$ cat src/sv/sdspi_pkg.sv
`timescale 1ns / 1ps
`default_nettype none
// ----------------------------------------------------------------------------
// sdspi_pkg
// shared types and constants for the sd card spi responder
// ----------------------------------------------------------------------------
package sdspi_pkg;

	localparam int unsigned SECTOR_BYTES = 512;
	localparam int unsigned SectorShift  = $clog2(SECTOR_BYTES);

	// access kinds and ports
	localparam logic       KIND_READ   = 1'b0;
	localparam logic       KIND_WRITE  = 1'b1;
	localparam logic [1:0] PORT_LATCH  = 2'd0;
	localparam logic [1:0] PORT_PIN    = 2'd1;
	localparam logic [1:0] PORT_OTHER  = 2'd2;
	localparam logic [1:0] PORT_SPARE  = 2'd3;

	// latch bits
	localparam int unsigned BIT_MOSI = 0;
	localparam int unsigned BIT_SCK  = 1;
	localparam int unsigned BIT_CS_N = 5;
	localparam int unsigned BIT_MISO = 6;

	// commands
	localparam logic [7:0] CMD_GO_IDLE   = 8'h40;
	localparam logic [7:0] CMD_SEND_IF   = 8'h48;
	localparam logic [7:0] CMD_APP       = 8'h77;
	localparam logic [7:0] ACMD_OP_COND  = 8'h69;
	localparam logic [7:0] CMD_READ_OCR  = 8'h7a;
	localparam logic [7:0] CMD_READ_BLK  = 8'h51;

	// reply bytes
	localparam logic [7:0] R1_IDLE      = 8'h01;
	localparam logic [7:0] R1_READY     = 8'h00;
	localparam logic [7:0] TOKEN_START  = 8'hfe;
	localparam logic [7:0] ECHO_VOLTAGE = 8'h01;
	localparam logic [7:0] ECHO_PATTERN = 8'haa;

	typedef struct packed {
		logic        kind;
		logic [1:0]  port;
		logic [15:0] write_data;
		logic [7:0]  image_byte;
	} item_t;

	typedef struct packed {
		logic [15:0] read_data;
		logic        port_known;
		logic [31:0] image_address;
	} result_t;

endpackage
`default_nettype wire

$ cat src/sv/sdspi_item_if.sv
`timescale 1ns / 1ps
`default_nettype none
// ----------------------------------------------------------------------------
// sdspi_item_if
// valid/ready channel carrying one bus access
// ----------------------------------------------------------------------------
interface sdspi_item_if;
	logic        valid;
	logic        ready;
	logic        kind;
	logic [1:0]  port;
	logic [15:0] write_data;
	logic [7:0]  image_byte;

	modport source (output valid, kind, port, write_data, image_byte, input ready);
	modport sink   (input valid, kind, port, write_data, image_byte, output ready);
endinterface
`default_nettype wire

$ cat src/sv/sdspi_result_if.sv
`timescale 1ns / 1ps
`default_nettype none
// ----------------------------------------------------------------------------
// sdspi_result_if
// valid/ready channel carrying one access result
// ----------------------------------------------------------------------------
interface sdspi_result_if;
	logic        valid;
	logic        ready;
	logic [15:0] read_data;
	logic        port_known;
	logic [31:0] image_address;

	modport source (output valid, read_data, port_known, image_address, input ready);
	modport sink   (input valid, read_data, port_known, image_address, output ready);
endinterface
`default_nettype wire

$ cat src/sv/sdspi_card.sv
`timescale 1ns / 1ps
`default_nettype none
// ----------------------------------------------------------------------------
// sdspi_card
// card state and the per-access update: spi shift, command decode, replies
// ----------------------------------------------------------------------------
module sdspi_card
	import sdspi_pkg::*;
(
	input  wire logic    clk,
	input  wire logic    arst_n,
	input  wire logic    fire,
	input  wire item_t   item,
	output result_t      result
);

	typedef enum logic [3:0] {
		PH_IDLE   = 4'd0,
		PH_DUMMY  = 4'd1,
		PH_CMD    = 4'd2,
		PH_ARG3   = 4'd3,
		PH_ARG2   = 4'd4,
		PH_ARG1   = 4'd5,
		PH_ARG0   = 4'd6,
		PH_CRC    = 4'd7,
		PH_R1     = 4'd8,
		PH_R7     = 4'd9,
		PH_SECTOR = 4'd10
	} phase_t;

	logic [15:0] latch_q;
	phase_t      phase_q;
	logic [5:0]  bit_cnt_q;
	logic [7:0]  shift_q;
	logic [7:0]  cmd_q;
	logic [31:0] arg_q;
	logic        app_q;
	logic [7:0]  tx_q;
	logic        echo_q;
	logic [31:0] ptr_q;

	logic [15:0] latch_n;
	phase_t      phase_n;
	logic [5:0]  bit_cnt_n;
	logic [7:0]  shift_n;
	logic [7:0]  cmd_n;
	logic [31:0] arg_n;
	logic        app_n;
	logic [7:0]  tx_n;
	logic        echo_n;
	logic [31:0] ptr_n;

	logic [5:0]  cnt_inc;
	logic [7:0]  shifted;
	logic        replying;
	logic        clocked;

	assign cnt_inc  = bit_cnt_q + 6'd1;
	assign shifted  = {shift_q[6:0], item.write_data[BIT_MOSI]};
	assign replying = (phase_q == PH_R1) || (phase_q == PH_R7) || (phase_q == PH_SECTOR);
	assign clocked  = (item.kind == KIND_WRITE) && (item.port == PORT_LATCH)
		&& !item.write_data[BIT_CS_N] && item.write_data[BIT_SCK];

	always_comb begin
		latch_n   = latch_q;
		phase_n   = phase_q;
		bit_cnt_n = bit_cnt_q;
		shift_n   = shift_q;
		cmd_n     = cmd_q;
		arg_n     = arg_q;
		app_n     = app_q;
		tx_n      = tx_q;
		echo_n    = echo_q;
		ptr_n     = ptr_q;

		if (item.kind == KIND_WRITE && item.port == PORT_LATCH) begin
			latch_n = item.write_data;
			if (item.write_data[BIT_CS_N]) begin
				if (phase_q != PH_IDLE) begin
					app_n   = 1'b0;
					phase_n = PH_IDLE;
				end
			end
		end

		if (clocked) begin
			shift_n = shifted;
			case (phase_q)
				PH_IDLE: begin
					phase_n   = PH_DUMMY;
					bit_cnt_n = 6'd1;
				end
				PH_DUMMY, PH_CMD, PH_ARG3, PH_ARG2, PH_ARG1, PH_ARG0, PH_CRC: begin
					bit_cnt_n = cnt_inc;
					if (cnt_inc == 6'd8) begin
						bit_cnt_n = 6'd0;
						case (phase_q)
							PH_DUMMY: phase_n = PH_CMD;
							PH_CMD: begin
								cmd_n   = shifted;
								phase_n = PH_ARG3;
							end
							PH_ARG3: begin
								arg_n   = {24'd0, shifted};
								phase_n = PH_ARG2;
							end
							PH_ARG2: begin
								arg_n   = {arg_q[23:0], shifted};
								phase_n = PH_ARG1;
							end
							PH_ARG1: begin
								arg_n   = {arg_q[23:0], shifted};
								phase_n = PH_ARG0;
							end
							PH_ARG0: begin
								arg_n   = {arg_q[23:0], shifted};
								phase_n = PH_CRC;
							end
							default: begin
								// crc byte done: decide the command
								case (cmd_q)
									CMD_GO_IDLE: begin
										tx_n    = R1_IDLE;
										phase_n = PH_R1;
									end
									CMD_SEND_IF: begin
										tx_n    = R1_IDLE;
										echo_n  = 1'b1;
										phase_n = PH_R7;
									end
									CMD_APP: begin
										app_n   = 1'b1;
										tx_n    = R1_IDLE;
										phase_n = PH_R1;
									end
									ACMD_OP_COND: begin
										if (app_q) begin
											tx_n    = R1_READY;
											phase_n = PH_R1;
										end
									end
									CMD_READ_OCR: begin
										tx_n    = R1_READY;
										phase_n = PH_R7;
									end
									CMD_READ_BLK: begin
										tx_n    = R1_READY;
										phase_n = PH_SECTOR;
										ptr_n   = {arg_q[31-SectorShift:0], {SectorShift{1'b0}}};
									end
									default: ;
								endcase
							end
						endcase
					end
				end
				PH_R1: begin
					tx_n      = {tx_q[6:0], 1'b0};
					bit_cnt_n = cnt_inc;
					if (cnt_inc == 6'd8) phase_n = PH_IDLE;
				end
				PH_R7: begin
					tx_n      = {tx_q[6:0], 1'b0};
					bit_cnt_n = cnt_inc;
					if (cnt_inc == 6'd8 || cnt_inc == 6'd16) begin
						tx_n = 8'h00;
					end else if (cnt_inc == 6'd24) begin
						tx_n = echo_q ? ECHO_VOLTAGE : 8'h00;
					end else if (cnt_inc == 6'd32) begin
						tx_n = echo_q ? ECHO_PATTERN : 8'h00;
					end else if (cnt_inc == 6'd40) begin
						phase_n = PH_IDLE;
					end
				end
				PH_SECTOR: begin
					tx_n      = {tx_q[6:0], 1'b0};
					bit_cnt_n = cnt_inc;
					if (cnt_inc == 6'd8) begin
						tx_n = TOKEN_START;
					end else if (cnt_inc >= 6'd16) begin
						if (cnt_inc >= 6'd24) bit_cnt_n = 6'd16;
						if (cnt_inc >= 6'd24 || cnt_inc == 6'd16) begin
							tx_n  = item.image_byte;
							ptr_n = ptr_q + 32'd1;
						end
					end
				end
				default: ;
			endcase
		end
	end

	always_comb begin
		result.read_data     = 16'd0;
		result.port_known    = 1'b0;
		result.image_address = ptr_n;
		if (item.kind == KIND_READ) begin
			if (item.port == PORT_LATCH) begin
				result.read_data  = latch_q;
				result.port_known = 1'b1;
			end else if (item.port == PORT_PIN) begin
				result.read_data[BIT_MISO] = replying && tx_q[7];
				result.port_known          = 1'b1;
			end
		end else if (item.port == PORT_LATCH) begin
			result.port_known = 1'b1;
		end
	end

	always_ff @(posedge clk or negedge arst_n) begin
		if (!arst_n) begin
			latch_q   <= 16'd0;
			phase_q   <= PH_IDLE;
			bit_cnt_q <= 6'd0;
			shift_q   <= 8'd0;
			cmd_q     <= 8'd0;
			arg_q     <= 32'd0;
			app_q     <= 1'b0;
			tx_q      <= 8'd0;
			echo_q    <= 1'b0;
			ptr_q     <= 32'd0;
		end else if (fire) begin
			latch_q   <= latch_n;
			phase_q   <= phase_n;
			bit_cnt_q <= bit_cnt_n;
			shift_q   <= shift_n;
			cmd_q     <= cmd_n;
			arg_q     <= arg_n;
			app_q     <= app_n;
			tx_q      <= tx_n;
			echo_q    <= echo_n;
			ptr_q     <= ptr_n;
		end
	end

endmodule
`default_nettype wire

$ cat src/sv/sd_card_spi_bitbang_responder_core.sv
`timescale 1ns / 1ps
`default_nettype none
// ----------------------------------------------------------------------------
// sd_card_spi_bitbang_responder_core
// sd card in spi mode answering bit-banged latch and pin port accesses
// ----------------------------------------------------------------------------
//  channel  | dir | payload
//  ---------+-----+------------------------------------------------
//  item     | in  | kind, port, write_data, image_byte
//  result   | out | read_data, port_known, image_address
//
//  one transaction per clock while the result channel is not held; each access passes the
//  input register, then the card update and the result register
//  reset clears the card state and the valid flags of the input stage and the result register
//  a held result stalls the input stage only when both registers are full
// ----------------------------------------------------------------------------
module sd_card_spi_bitbang_responder_core
	import sdspi_pkg::*;
(
	input  wire logic     clk,
	input  wire logic     arst_n,
	sdspi_item_if.sink    item,
	sdspi_result_if.source result
);

	logic    valid_s1;
	item_t   item_s1;
	logic    out_valid_q;
	result_t out_q;
	result_t card_res;
	logic    advance;

	assign advance    = valid_s1 && (!out_valid_q || result.ready);
	assign item.ready = !valid_s1 || advance;

	always_ff @(posedge clk or negedge arst_n) begin
		if (!arst_n) begin
			valid_s1 <= 1'b0;
		end else if (item.ready) begin
			valid_s1 <= item.valid;
		end
	end

	always_ff @(posedge clk) begin
		if (item.ready && item.valid) begin
			item_s1.kind       <= item.kind;
			item_s1.port       <= item.port;
			item_s1.write_data <= item.write_data;
			item_s1.image_byte <= item.image_byte;
		end
	end

	sdspi_card u_card (
		.clk    (clk),
		.arst_n (arst_n),
		.fire   (advance),
		.item   (item_s1),
		.result (card_res)
	);

	always_ff @(posedge clk or negedge arst_n) begin
		if (!arst_n) begin
			out_valid_q <= 1'b0;
		end else if (advance) begin
			out_valid_q <= 1'b1;
		end else if (result.ready) begin
			out_valid_q <= 1'b0;
		end
	end

	always_ff @(posedge clk) begin
		if (advance) out_q <= card_res;
	end

	assign result.valid         = out_valid_q;
	assign result.read_data     = out_q.read_data;
	assign result.port_known    = out_q.port_known;
	assign result.image_address = out_q.image_address;

endmodule
`default_nettype wire
$ cat src/flat_wrapper.sv
// flat-port wrapper written by rule: the top's interface ports become plain ports
module sd_card_spi_bitbang_responder_core_flat import sdspi_pkg::*;
  (clk, arst_n, item_valid, item_kind, item_port, item_write_data, item_image_byte, item_ready, result_valid, result_read_data, result_port_known, result_image_address, result_ready);
  sdspi_item_if item_i ();
  sdspi_result_if result_i ();
  input  wire logic clk;
  input  wire logic arst_n;
  input wire logic [$bits(item_i.valid)-1:0] item_valid;
  input wire logic [$bits(item_i.kind)-1:0] item_kind;
  input wire logic [$bits(item_i.port)-1:0] item_port;
  input wire logic [$bits(item_i.write_data)-1:0] item_write_data;
  input wire logic [$bits(item_i.image_byte)-1:0] item_image_byte;
  output wire logic [$bits(item_i.ready)-1:0] item_ready;
  output wire logic [$bits(result_i.valid)-1:0] result_valid;
  output wire logic [$bits(result_i.read_data)-1:0] result_read_data;
  output wire logic [$bits(result_i.port_known)-1:0] result_port_known;
  output wire logic [$bits(result_i.image_address)-1:0] result_image_address;
  input wire logic [$bits(result_i.ready)-1:0] result_ready;
  assign item_i.valid = item_valid;
  assign item_i.kind = item_kind;
  assign item_i.port = item_port;
  assign item_i.write_data = item_write_data;
  assign item_i.image_byte = item_image_byte;
  assign item_ready = item_i.ready;
  assign result_valid = result_i.valid;
  assign result_read_data = result_i.read_data;
  assign result_port_known = result_i.port_known;
  assign result_image_address = result_i.image_address;
  assign result_i.ready = result_ready;
  sd_card_spi_bitbang_responder_core u_core (.clk(clk), .arst_n(arst_n), .item(item_i), .result(result_i));
endmodule
$ cat config.mk
export PLATFORM = sky130hd
export DESIGN_NAME = sd_card_spi_bitbang_responder_core_flat
export DESIGN_NICKNAME = d
export VERILOG_FILES = /design/src/sv/sdspi_pkg.sv /design/src/sv/sdspi_item_if.sv /design/src/sv/sdspi_result_if.sv /design/src/sv/sdspi_card.sv /design/src/sv/sd_card_spi_bitbang_responder_core.sv /design/src/flat_wrapper.sv
export SDC_FILE = /design/constraint.sdc
export NUM_CORES = 1
export LEC_CHECK = 0
export BUFFER_PORTS_ARGS = -buffer_cell sky130_fd_sc_hd__buf_2
export CORE_ASPECT_RATIO = 2
export CORE_MARGIN = 8
export CORE_UTILIZATION = 47
export DETAILED_ROUTE_END_ITERATION = 10
export PLACE_DENSITY = 0.74
export SLEW_MARGIN = 20
export SYNTH_ARGS = -nofsm -noshare
export SYNTH_HDL_FRONTEND = slang
export SYNTH_SLANG_ARGS = --single-unit
export TNS_END_PERCENT = 100
$ cat constraint.sdc
create_clock -name clk -period 7.1 [get_ports clk]
set_input_delay 0.71 -clock clk [delete_from_list [all_inputs] [get_ports clk]]
set_output_delay 0.71 -clock clk [all_outputs]
set_load 0.05 [all_outputs]
# == After elaboration in Yosys (flattened, before gate mapping) ==
# Index checks and enable logic that the tools add are counted.
# classes
n_reduce_logical,38
muxes,57
bitwise_logic,2
n_addsub,2
n_eq_ne,26
n_lt_le_gt_ge,2
# ops
op,count
32-bit 2-to-1 mux,7
8-bit 2-to-1 mux,10
32-bit one-hot mux with 2 select lines,1
8-bit by 7-bit equality test with 1-bit output (second input constant),6
23-bit one-hot mux with 2 select lines,1
4-bit 2-to-1 mux,11
32-bit by 1-bit adder with 32-bit output (second input constant),1
4-bit one-hot mux with 4 select lines,2
8-bit one-hot mux with 4 select lines,1
6-bit 2-to-1 mux,4
4-bit one-hot mux with 6 select lines,1
6-bit one-hot mux with 4 select lines,1
8-bit one-hot mux with 3 select lines,1
1-bit 2-to-1 mux,17
4-bit by 3-bit equality test with 1-bit output (second input constant),4
4-bit equality test (second input constant),3
6-bit by 5-bit equality test with 1-bit output (second input constant),2
6-bit equality test (second input constant),2
6-bit by 5-bit >= comparator with 1-bit output (second input constant),2
4-bit nonzero test,3
5-bit AND reduction,2
2-bit OR reduction,5
4-bit by 2-bit equality test with 1-bit output (second input constant),2
7-bit AND reduction,1
20 further kinds,37
# totals
regBits,184
input_bits,31
wordCells,147
out_inout_bits,51

# == Longest topological paths before layout ==
# Gate-level depths: netlist (run 1).
# depth
depth_word,10
ltp_mapped,11
mapped_depth_nobuf,8

# == Hierarchy ==
# A second synthesis (run 1) with hierarchy kept.
# unflattened
hier_cells,917
hier_area_um2,9390.3
# by_module_without_submodules
module,area_each_um2,cells_each,seq_area_each_um2,n_inst
sdspi_card,7004.2,833,2652.5,1
sd_card_spi_bitbang_responder_core,2386.0,84,2332.2,1

# == Worst setup path before layout (run 1) ==
# Ideal clock, no wire load.
# synth_timing
kind,in2reg
start,input result_ready
end,register u_core.u_card.latch_q[10]
path_slack_ns,3.341
n_path_buf,2
stages,7
required_time_ns,6.975
t_arrival_ns,3.635
setup_time_ns,0.125
cell_sequence,nand2b_1 > nand2_1 > inv_1 > clkbuf_1 > nand2_1 > clkbuf_1 > mux2_2
# synth_via
elab_chain_cells,3
# synth_lines
item,line_no,source
start: declaration,flat_wrapper.sv:18,input wire logic [$bits(result_i.ready)-1:0] result_ready;
1-bit logical OR,sd_card_spi_bitbang_responder_core.sv:33,assign advance = valid_s1 && (!out_valid_q || result.ready);
1-bit logical AND,sd_card_spi_bitbang_responder_core.sv:33,
named net u_core.advance,sd_card_spi_bitbang_responder_core.sv:31,logic advance;
2-bit AND reduction (no line),--,
end signal: assignment,sdspi_card.sv:223,latch_q <= latch_n;
end: declaration,sdspi_card.sv:31,logic [15:0] latch_q;
# The timed path passes the listed nets, and every way through them passes these cells.
# A chain may end at the register's enable or synchronous reset.

==> flow_summary.toml, run 1 <==
[floorplanning]
fp.dieArea_sq_mm = 0.02508
fp.dieH_um = 216.1
placement_rows = 73
start_util_pct = 47.69
ios = 82
die_w_um = 116.0
core_area_sq_mm = 0.01973

[global_routing]
top_usage_layer = "met2"
grt_use_met2_pct = 39.30
grt_pass1_vias = 7704
grt_max_degree = 61
grt_use_total_pct = 22.11
antenna_found_initial = 0
grt_util_met3_pct = 3.760
grtUsageMet1_pct = 22.38
globalRouteOverflowTotal = 0
grt_first_pass_wirelength_um = 41930

[pwr]
p_per_area_mw_per_mm2 = 239.7
p_leak_nw = 4.149
worst_ir_drop_vdd_v = 0.0001599
finalPower_mw = 2.513

[synthesis]
ys_async_sr_fraction_pct = 58.70
synth-seq-cells = 184
syn_avg_cell_area_sq_um = 10.47
synth_area_leader_cell = "dfrtp_1"
synth_nets = 932
yosysUniqueCellTypes = 87
ys_seq_area_share_pct = 52.98
synth_area_sq_mm = 0.009409
ys_warn_count = 0
syn_inst = 899
synth_edf_count = 76
netlist.area_leader.share_pct = 28.72
synth-main-ff-cell = "dfrtp_1"
netlist_top_cells_area = "dfrtp_1, edfxtp_1, nand2_1"

[cells_and_area]
multi_input_area_sq_mm = 0.004094
area_delta_synth_final_pct = 11.45
drive_gt1_share_pct = 18.78
final_common_cell = "nand2_1"
antenna_cells = 0
seq_area_sq_mm = 0.004985
fin_util_pct = 53.15
nFillCells = 1825
stdcell_area_sq_mm = 0.01049
final_cell_mix = "nand2_1, dfrtp_1, buf_2"
fin_cells = 1226
finish.net_count = 984

[place]
portBuffers = 81
dpl-instance-area_sq_mm = 0.009931
place_ws_ns = 3.437
place_congestion = 0.9487
place.detailed.instances = 1194
hpwl_um = 19320

[worst_setup_path]
crit_arrival_ns = 3.87
path_delay_family = "simple AND/OR/NAND/NOR gates"
cp.required_ns = 7.29
path_buf_inv = 0
crit_chain = "nor3_4, or2_1, a31oi_4, nor3_4, o21ai_2, o21a_1, a211o_1"
endpoint_kind = "flop"
slowest_stage = "nor3_4"
max_stage_delay_ns = 0.74
crit_top_cell = "nor3_4"
critPathMaxFanout = 19
crit_path_start_kind = "flop"
crit_type = "reg -> reg"

[clocking]
cts_tree = "built"
ctsHoldBuffers = 0
clk_pin_slew_ns = 0.08
cts.sinks = 184
postCtsSetupRepairBufs = 0
insertion_delay_ns = 0.45
numCtsBuffers = 17
clockRootBuffer = "clkbuf_16"
post_cts_resized = 0
cts-htree-levels = 4
clockBufferDepth = 2

[drt]
wl_per_cell_um = 21.72
drc = 0
totalWireLength_um = 26630
vias = 7638
final_antenna_net_count = 0
dr.pass1.iters = 5
via_per_inst = 6.230
drt-initial-drc-count = 585

[sta]
hold_violations = 0
period_share_pct = 51.86
slew_headroom_pct = 39.32
setup_ws_ns = 3.418
rsz0062_at_grt = "false"
worst_hold_slack_ns = 0.3283
tns_ns = 0
period_needed_ns = 3.682
finalClockSkew_ns = 0.01243
fmax_mhz = 271.6
slew_viol_final = 0
worst_pin_slew_ns = 0.9101
finalSetupViolCount = 0

[hold_path]
hold_class = "in -> async"

[outcome]
outcome = "completed"

[job]
cap_violations = 0
## logic make-up (layout without fill, tap and decap cells)
| family | count (synthesis) | in the layout | share of synthesized area (%) |
|---|---|---|---|
| AND/OR/NAND/NOR | 326 | 326 | 17.85 |
| AO/OA/AOI/OAI | 271 | 271 | 19.96 |
| flip-flops | 184 | 184 | 52.98 |
| buffers and inverters | 68 | 133 | 3.511 |
| multiplexers | 39 | 39 | 4.601 |
| XOR/XNOR | 9 | 9 | 0.8377 |
| adder cells (fa/ha/maj) | 2 | 2 | 0.2659 |
## where the power goes
group          total, mW  internal, mW  switching, mW  leakage, nW
registers           1.26          1.19         0.0658         2.18
logic              0.329         0.104          0.225         1.70
clock network      0.923         0.490          0.433        0.268
total               2.51          1.79          0.725         4.15
## flip-flops by register name, indices dropped and copies added, names as in the netlist
register and flops:
u_core.u_card.tx_q 8, u_core.u_card.phase_q 4, u_core.u_card.latch_q 16, u_core.u_card.cmd_q 8, u_core.valid_s1 1, u_core.result.image_address 32
u_core.u_card.echo_q 1, u_core.item_s1 27, u_core.u_card.arg_q 23, u_core.u_card.bit_cnt_q 6, u_core.result.valid 1, u_core.u_card.ptr_q 32
u_core.u_card.shift_q 7, u_core.u_card.app_q 1, u_core.result.read_data 16, u_core.result.port_known 1
## Yosys cell counts, types with 3 or more instances
cell      number
a211oi_1       9
a21o_1         7
a21oi_1       46
a21oi_2        3
a221o_1        9
a22o_1        16
a22oi_1        8
a31oi_1       23
a32oi_1        5
and2_1        25
and3_1        16
buf_2         18
buf_4          4
buf_6          5
clkbuf_1      30
dfrtp_1      108
edfxtp_1      76
inv_1          9
mux2_1         7
mux2_2        27
mux2i_1        5
nand2_1      121
nand2b_1       5
nand3_1       40
nand3b_1       3
nand4_1       11
nor2_1        48
nor2_4         3
nor2b_1        3
nor3_1        16
nor3_2         4
nor4_1         6
nor4_2         3
o211ai_1       6
o21a_1         9
o21ai_0       29
o21ai_1       38
o21ai_2        3
o221ai_1       3
o22ai_1        6
o311ai_1       9
o31ai_1        9
o32a_1         3
xnor2_1        5
xor2_1         4
## final cells by class
type                       count  share of cell area, %
clock buffer                  20                  4.164
clock inverter                12                  1.134
inverter                       9                 0.3222
multi-input combinational    647                  39.04
sequential                   184                  47.54
tap                          262                  3.126
timing repair buffer          92                  4.677
## layer usage
layer | wire length, um | vias up
li1 | - | 3510
met1 | 9298 | 3723
met2 | 14190 | 308
met4 | 1783 | 0
met3 | 1357 | 97
met5 | 0 | -
## path summary, 6_finish.rpt
path / start / cells past startpoint / endpoint / slack (ns)
min reg2reg: u_core.item_s1[21] / 1 / u_core.u_card.latch_q[13] / 0.48
min: arst_n / 1 / u_core.result.valid / 0.33
min in group clk: item_write_data[15] / 1 / u_core.item_s1[23] / 0.44
max reg2reg: u_core.u_card.phase_q[0] / 7 / u_core.result.image_address[21] / 3.42
max in group asynchronous: arst_n / 2 / u_core.u_card.ptr_q[8] / 5.58
max: u_core.u_card.phase_q[0] / 7 / u_core.result.image_address[21] / 3.42
No activity file was read; power rests on OpenSTA's default activity.
==> run 2: changes to the inputs <==
clock period = 3.47 ns   (was 7.1 ns; I/O delays follow)
==> run 2 against run 1 <==
Against the previous run: the run now ends with hold timing left; routed wire length is 3.4% higher; first-iteration DRC count down 14%; design area rose by 2.4%; largest power group unchanged; sequential share of layout area is 1.1 points lower; clock skew fell by 0.0019 ns; worst setup slack got worse by 3.0 ns; clock-buffer cell count is 2 lower; register-to-register slack got worse by 3.0 ns; die area unchanged.
==> flow_summary.toml, run 2 (synthesized netlist as in run 1, its figures left out) <==
[floorplanning]
fp.dieH_um = 216.1
placement_rows = 73
die_w_um = 116.0
ios = 82
start_util_pct = 47.69
fp.dieArea_sq_mm = 0.02508
core_area_sq_mm = 0.01973

[drt]
drt-initial-drc-count = 504
final_antenna_net_count = 0
totalWireLength_um = 27550
vias = 7732
drc = 0
dr.pass1.iters = 7
wl_per_cell_um = 22.00
via_per_inst = 6.176

[place]
place_congestion = 0.9481
dpl-instance-area_sq_mm = 0.01015
portBuffers = 81
hpwl_um = 20310

[cells_and_area]
final_common_cell = "nand2_1"
final_cell_mix = "nand2_1, dfrtp_1, buf_2"
area_delta_synth_final_pct = 14.10
drive_gt1_share_pct = 21.11
stdcell_area_sq_mm = 0.01074
antenna_cells = 0
finish.net_count = 1010

[sta]
period_needed_ns = 3.088
tns_ns = 0
finalSetupViolCount = 0
slew_viol_final = 0
rsz0062_at_grt = "false"
worst_pin_slew_ns = 0.8674
period_share_pct = 88.99
finalClockSkew_ns = 0.01058
worst_hold_slack_ns = -0.02346
slew_headroom_pct = 42.17
fmax_mhz = 323.9
hold_violations = 22

[clocking]
postCtsSetupRepairBufs = 0
cts.sinks = 184
clk_pin_slew_ns = 0.07
ctsHoldBuffers = 0
cts_tree = "built"
cts-htree-levels = 4
numCtsBuffers = 17
insertion_delay_ns = 0.45
post_cts_resized = 0
clockRootBuffer = "clkbuf_16"
clockBufferDepth = 2

[pwr]
p_leak_nw = 4.310
finalPower_mw = 5.233
p_per_area_mw_per_mm2 = 487.5
worst_ir_drop_vdd_v = 0.0003834

[outcome]
outcome = "complete, but fails checks"
violations = "hold timing"

[global_routing]
antenna_found_initial = 0
grt_max_degree = 59
grt_first_pass_wirelength_um = 43130
grt_pass1_vias = 7824
grt_use_total_pct = 22.79
globalRouteOverflowTotal = 0

[worst_setup_path]
crit_arrival_ns = 3.28
critPathMaxFanout = 13
endpoint_kind = "flop"
cp.required_ns = 3.66
crit_path_start_kind = "flop"
crit_type = "reg -> reg"

[job]
cap_violations = 0

[hold_path]
hold_class = "in -> async"
[run 2: area by class of cell]
type	count	area [sq um]
fill	1797	8994
timing repair buffer	118	710.7
sequential	184	4985
clock buffer	18	429.2
tap	262	327.8
clock inverter	14	155.1
inverter	9	33.78
multi-input combinational	647	4094
[run 2: final timing paths]
kind                                                 start                              end  slack, ns  cells after the start
worst max-delay path            u_core.u_card.bit_cnt_q[0]  u_core.result.image_address[31]       0.38                      7
worst min-delay path                                arst_n                  u_core.valid_s1      -0.02                      1
worst max register to register  u_core.u_card.bit_cnt_q[0]  u_core.result.image_address[31]       0.38                      7
worst min register to register          u_core.item_s1[23]        u_core.u_card.latch_q[15]       0.48                      1
max in group asynchronous                           arst_n       u_core.u_card.bit_cnt_q[0]       2.69                      2
min in group clk                              item_port[1]               u_core.item_s1[25]       0.07                      1
[run 2: metrics by stage]
stage,setup WS (ns),cells,utilization [%]
floorplan,0.7084,899,-
global placement,0.5148,1220,51.45
detailed placement,0.4283,1220,51.45
CTS,0.4246,1252,54.41
global route,0.1625,1252,54.41
finish,0.3822,1252,54.41
[run 2: report_power, final]
group | internal, mW | total [mW] | switching, mW
sequential | 2.44 | 2.56 | 0.121
clock | 1.02 | 1.94 | 0.919
combinational | 0.233 | 0.726 | 0.493
total | 3.70 | 5.23 | 1.53
[run 2: worst max-delay path, cell delays in order, from the launching register on]
cell and delay, ns:
dfrtp_1 0.53, ha_1 0.48, o22ai_1 0.28, nor4_2 0.38
a21oi_2 0.22, nor3_2 0.36, a31oi_1 0.18, or3_1 0.40
[run 2: metal layers]
metal | up-vias | wire (um) | global-route usage [%]
met5 | - | 0 | 0
met4 | 0 | 1713 | 15.80
met3 | 85 | 1448 | 4.875
met2 | 322 | 14790 | 40.25
met1 | 3771 | 9601 | 22.96
li1 | 3554 | - | -
==> run 3: changes to the inputs <==
PLACE_DENSITY = 0.77   (was 0.74)
clock period = 2.55 ns   (was 3.47 ns; I/O delays follow)
==> run 3 against run 2 <==
Against the previous run: the flow now finishes without violations; die area did not move; non-clock buffer count rose by 133; worst setup slack got worse by 0.30 ns; largest cell class unchanged.
==> flow_summary.toml, run 3 (synthesized netlist as in run 1, its figures left out) <==
[sta]
slew_headroom_pct = 57.70
slew_viol_final = 0
tns_ns = 0
rsz0062_at_grt = "false"
fmax_mhz = 404.6
period_needed_ns = 2.471
setup_ws_ns = 0.07859
period_share_pct = 96.92
worst_hold_slack_ns = 0.1097
worst_pin_slew_ns = 0.6344
finalSetupViolCount = 0
hold_violations = 0
finalClockSkew_ns = 0.01220

[place]
place_ws_ns = 0.008277
place_congestion = 0.9754
portBuffers = 81
hpwl_um = 22440

[cells_and_area]
area_delta_synth_final_pct = 26.41
fin_util_pct = 60.29
final_common_cell = "buf_4"
finish.net_count = 1143
antenna_cells = 0
final_cell_mix = "buf_4, nand2_1, dfrtp_1"
drive_gt1_share_pct = 28.76

[worst_setup_path]
crit_chain = "buf_4, and4_4, o21a_1, o41ai_4, nand2_1, a31o_2, and2_4, a221o_1"
crit_path_start_kind = "flop"
crit_arrival_ns = 2.81
critPathMaxFanout = 7
path_delay_family = "compound AO/OA/AOI/OAI gates"
crit_type = "reg -> reg"
cp.required_ns = 2.89
path_buf_inv = 1
slowest_stage = "dfrtp_1"
max_stage_delay_ns = 0.47
startpoint = "u_core.u_card.bit_cnt_q[3]"
endpoint_kind = "flop"
crit-reg2reg-launch = "u_core.u_card.bit_cnt_q[3]"

[clocking]
insertion_delay_ns = 0.46
clockBufferDepth = 2
cts.sinks = 184
cts_tree = "built"
clk_pin_slew_ns = 0.07
clockRootBuffer = "clkbuf_16"
cts-htree-levels = 4
numCtsBuffers = 17

[global_routing]
grt_first_pass_wirelength_um = 46640
globalRouteOverflowTotal = 0
grt_pass1_vias = 8641
grt_max_degree = 44
antenna_found_initial = 0
grt_use_total_pct = 24.84

[outcome]
outcome = "completed"

[floorplanning]
fp.dieH_um = 216.1
die_w_um = 116.0
fp.dieArea_sq_mm = 0.02508
core_area_sq_mm = 0.01973
placement_rows = 73
start_util_pct = 47.69
ios = 82

[pwr]
p_per_area_mw_per_mm2 = 610.2
worst_ir_drop_vdd_v = 0.0005399
p_sw_mw = 2.127
combPwrFrac_pct = 16.0
p_sw_share_pct = 29.31
p_int_mw = 5.130
pwr-share-clk_pct = 36.4
p_leak_nw = 4.993
sequentialPowerShare_pct = 47.6

[drt]
drc = 0
totalWireLength_um = 30310
final_antenna_net_count = 0
vias = 8372
via_per_inst = 6.045
wl_per_cell_um = 21.88
dr.pass1.iters = 6
drt-initial-drc-count = 563

[hold_path]
hp-start = "result_ready"
hold_class = "in -> reg"

[job]
cap_violations = 0
run 3: worst min-delay path, cell delays in order:
cell and delay [ns]:
buf_2 0.08, nand3b_1 0.13, nand2b_1 0.06
run 3: layout make-up:
| type | instances | area (sq um) |
|---|---|---|
| fillers | 1682 | 7835 |
| flip-flops and latches | 184 | 4985 |
| multi-input cells | 647 | 4150 |
| repair buffers | 251 | 1819 |
| clock buffers | 21 | 481.7 |
| well taps | 262 | 327.8 |
| clock inverters | 11 | 96.34 |
| inverters | 9 | 33.78 |
run 3: final timing paths:
kind | to | slack, ns | cells past startpoint
worst min-delay path | u_core.valid_s1 | 0.11 | 3
min in group asynchronous | u_core.valid_s1 | 0.35 | 2
worst max register to register | u_core.u_card.tx_q[2] | 0.08 | 8
worst min register to register | u_core.u_card.latch_q[2] | 0.48 | 1
worst max-delay path | u_core.u_card.tx_q[2] | 0.08 | 8
max in group asynchronous | u_core.u_card.ptr_q[2] | 1.51 | 3
run 3: power groups by stage:
| stage | combinational (mW) | clock [mW] | sequential [mW] |
|---|---|---|---|
| finish | 1.16 | 2.64 | 3.45 |
| global route | 1.24 | 2.77 | 3.47 |
| CTS | 1.15 | 2.67 | 3.45 |
| detailed placement | 1.11 | 0 | 3.51 |
| global placement | 1.10 | 0 | 3.50 |
| floorplan | 0.549 | 0 | 3.68 |
run 3: metal layers:
metal	wire length, um	GRT usage [%]
met1	10140	24.29
met2	16330	44.40
met3	1541	3.733
met4	2294	20.24
met5	0	0
run 3: metrics by stage:
stage	cells	power (mW)	instance area (sq um)
2_1_floorplan	899	4.234	9413
3_3_place_gp	1317	4.593	10920
3_5_place_dp	1317	4.619	10920
4_1_cts	1380	7.272	11810
5_1_grt	1385	7.482	11890
6_report	1385	7.258	11890
run 3: what timing repair did:
action,in CTS,in global routing
hold endpoints to repair,68,0
gates resized for setup,1,13
setup endpoints to repair,1,31
buffers inserted,2,5
pin swaps,2,4
hold buffers,29,0
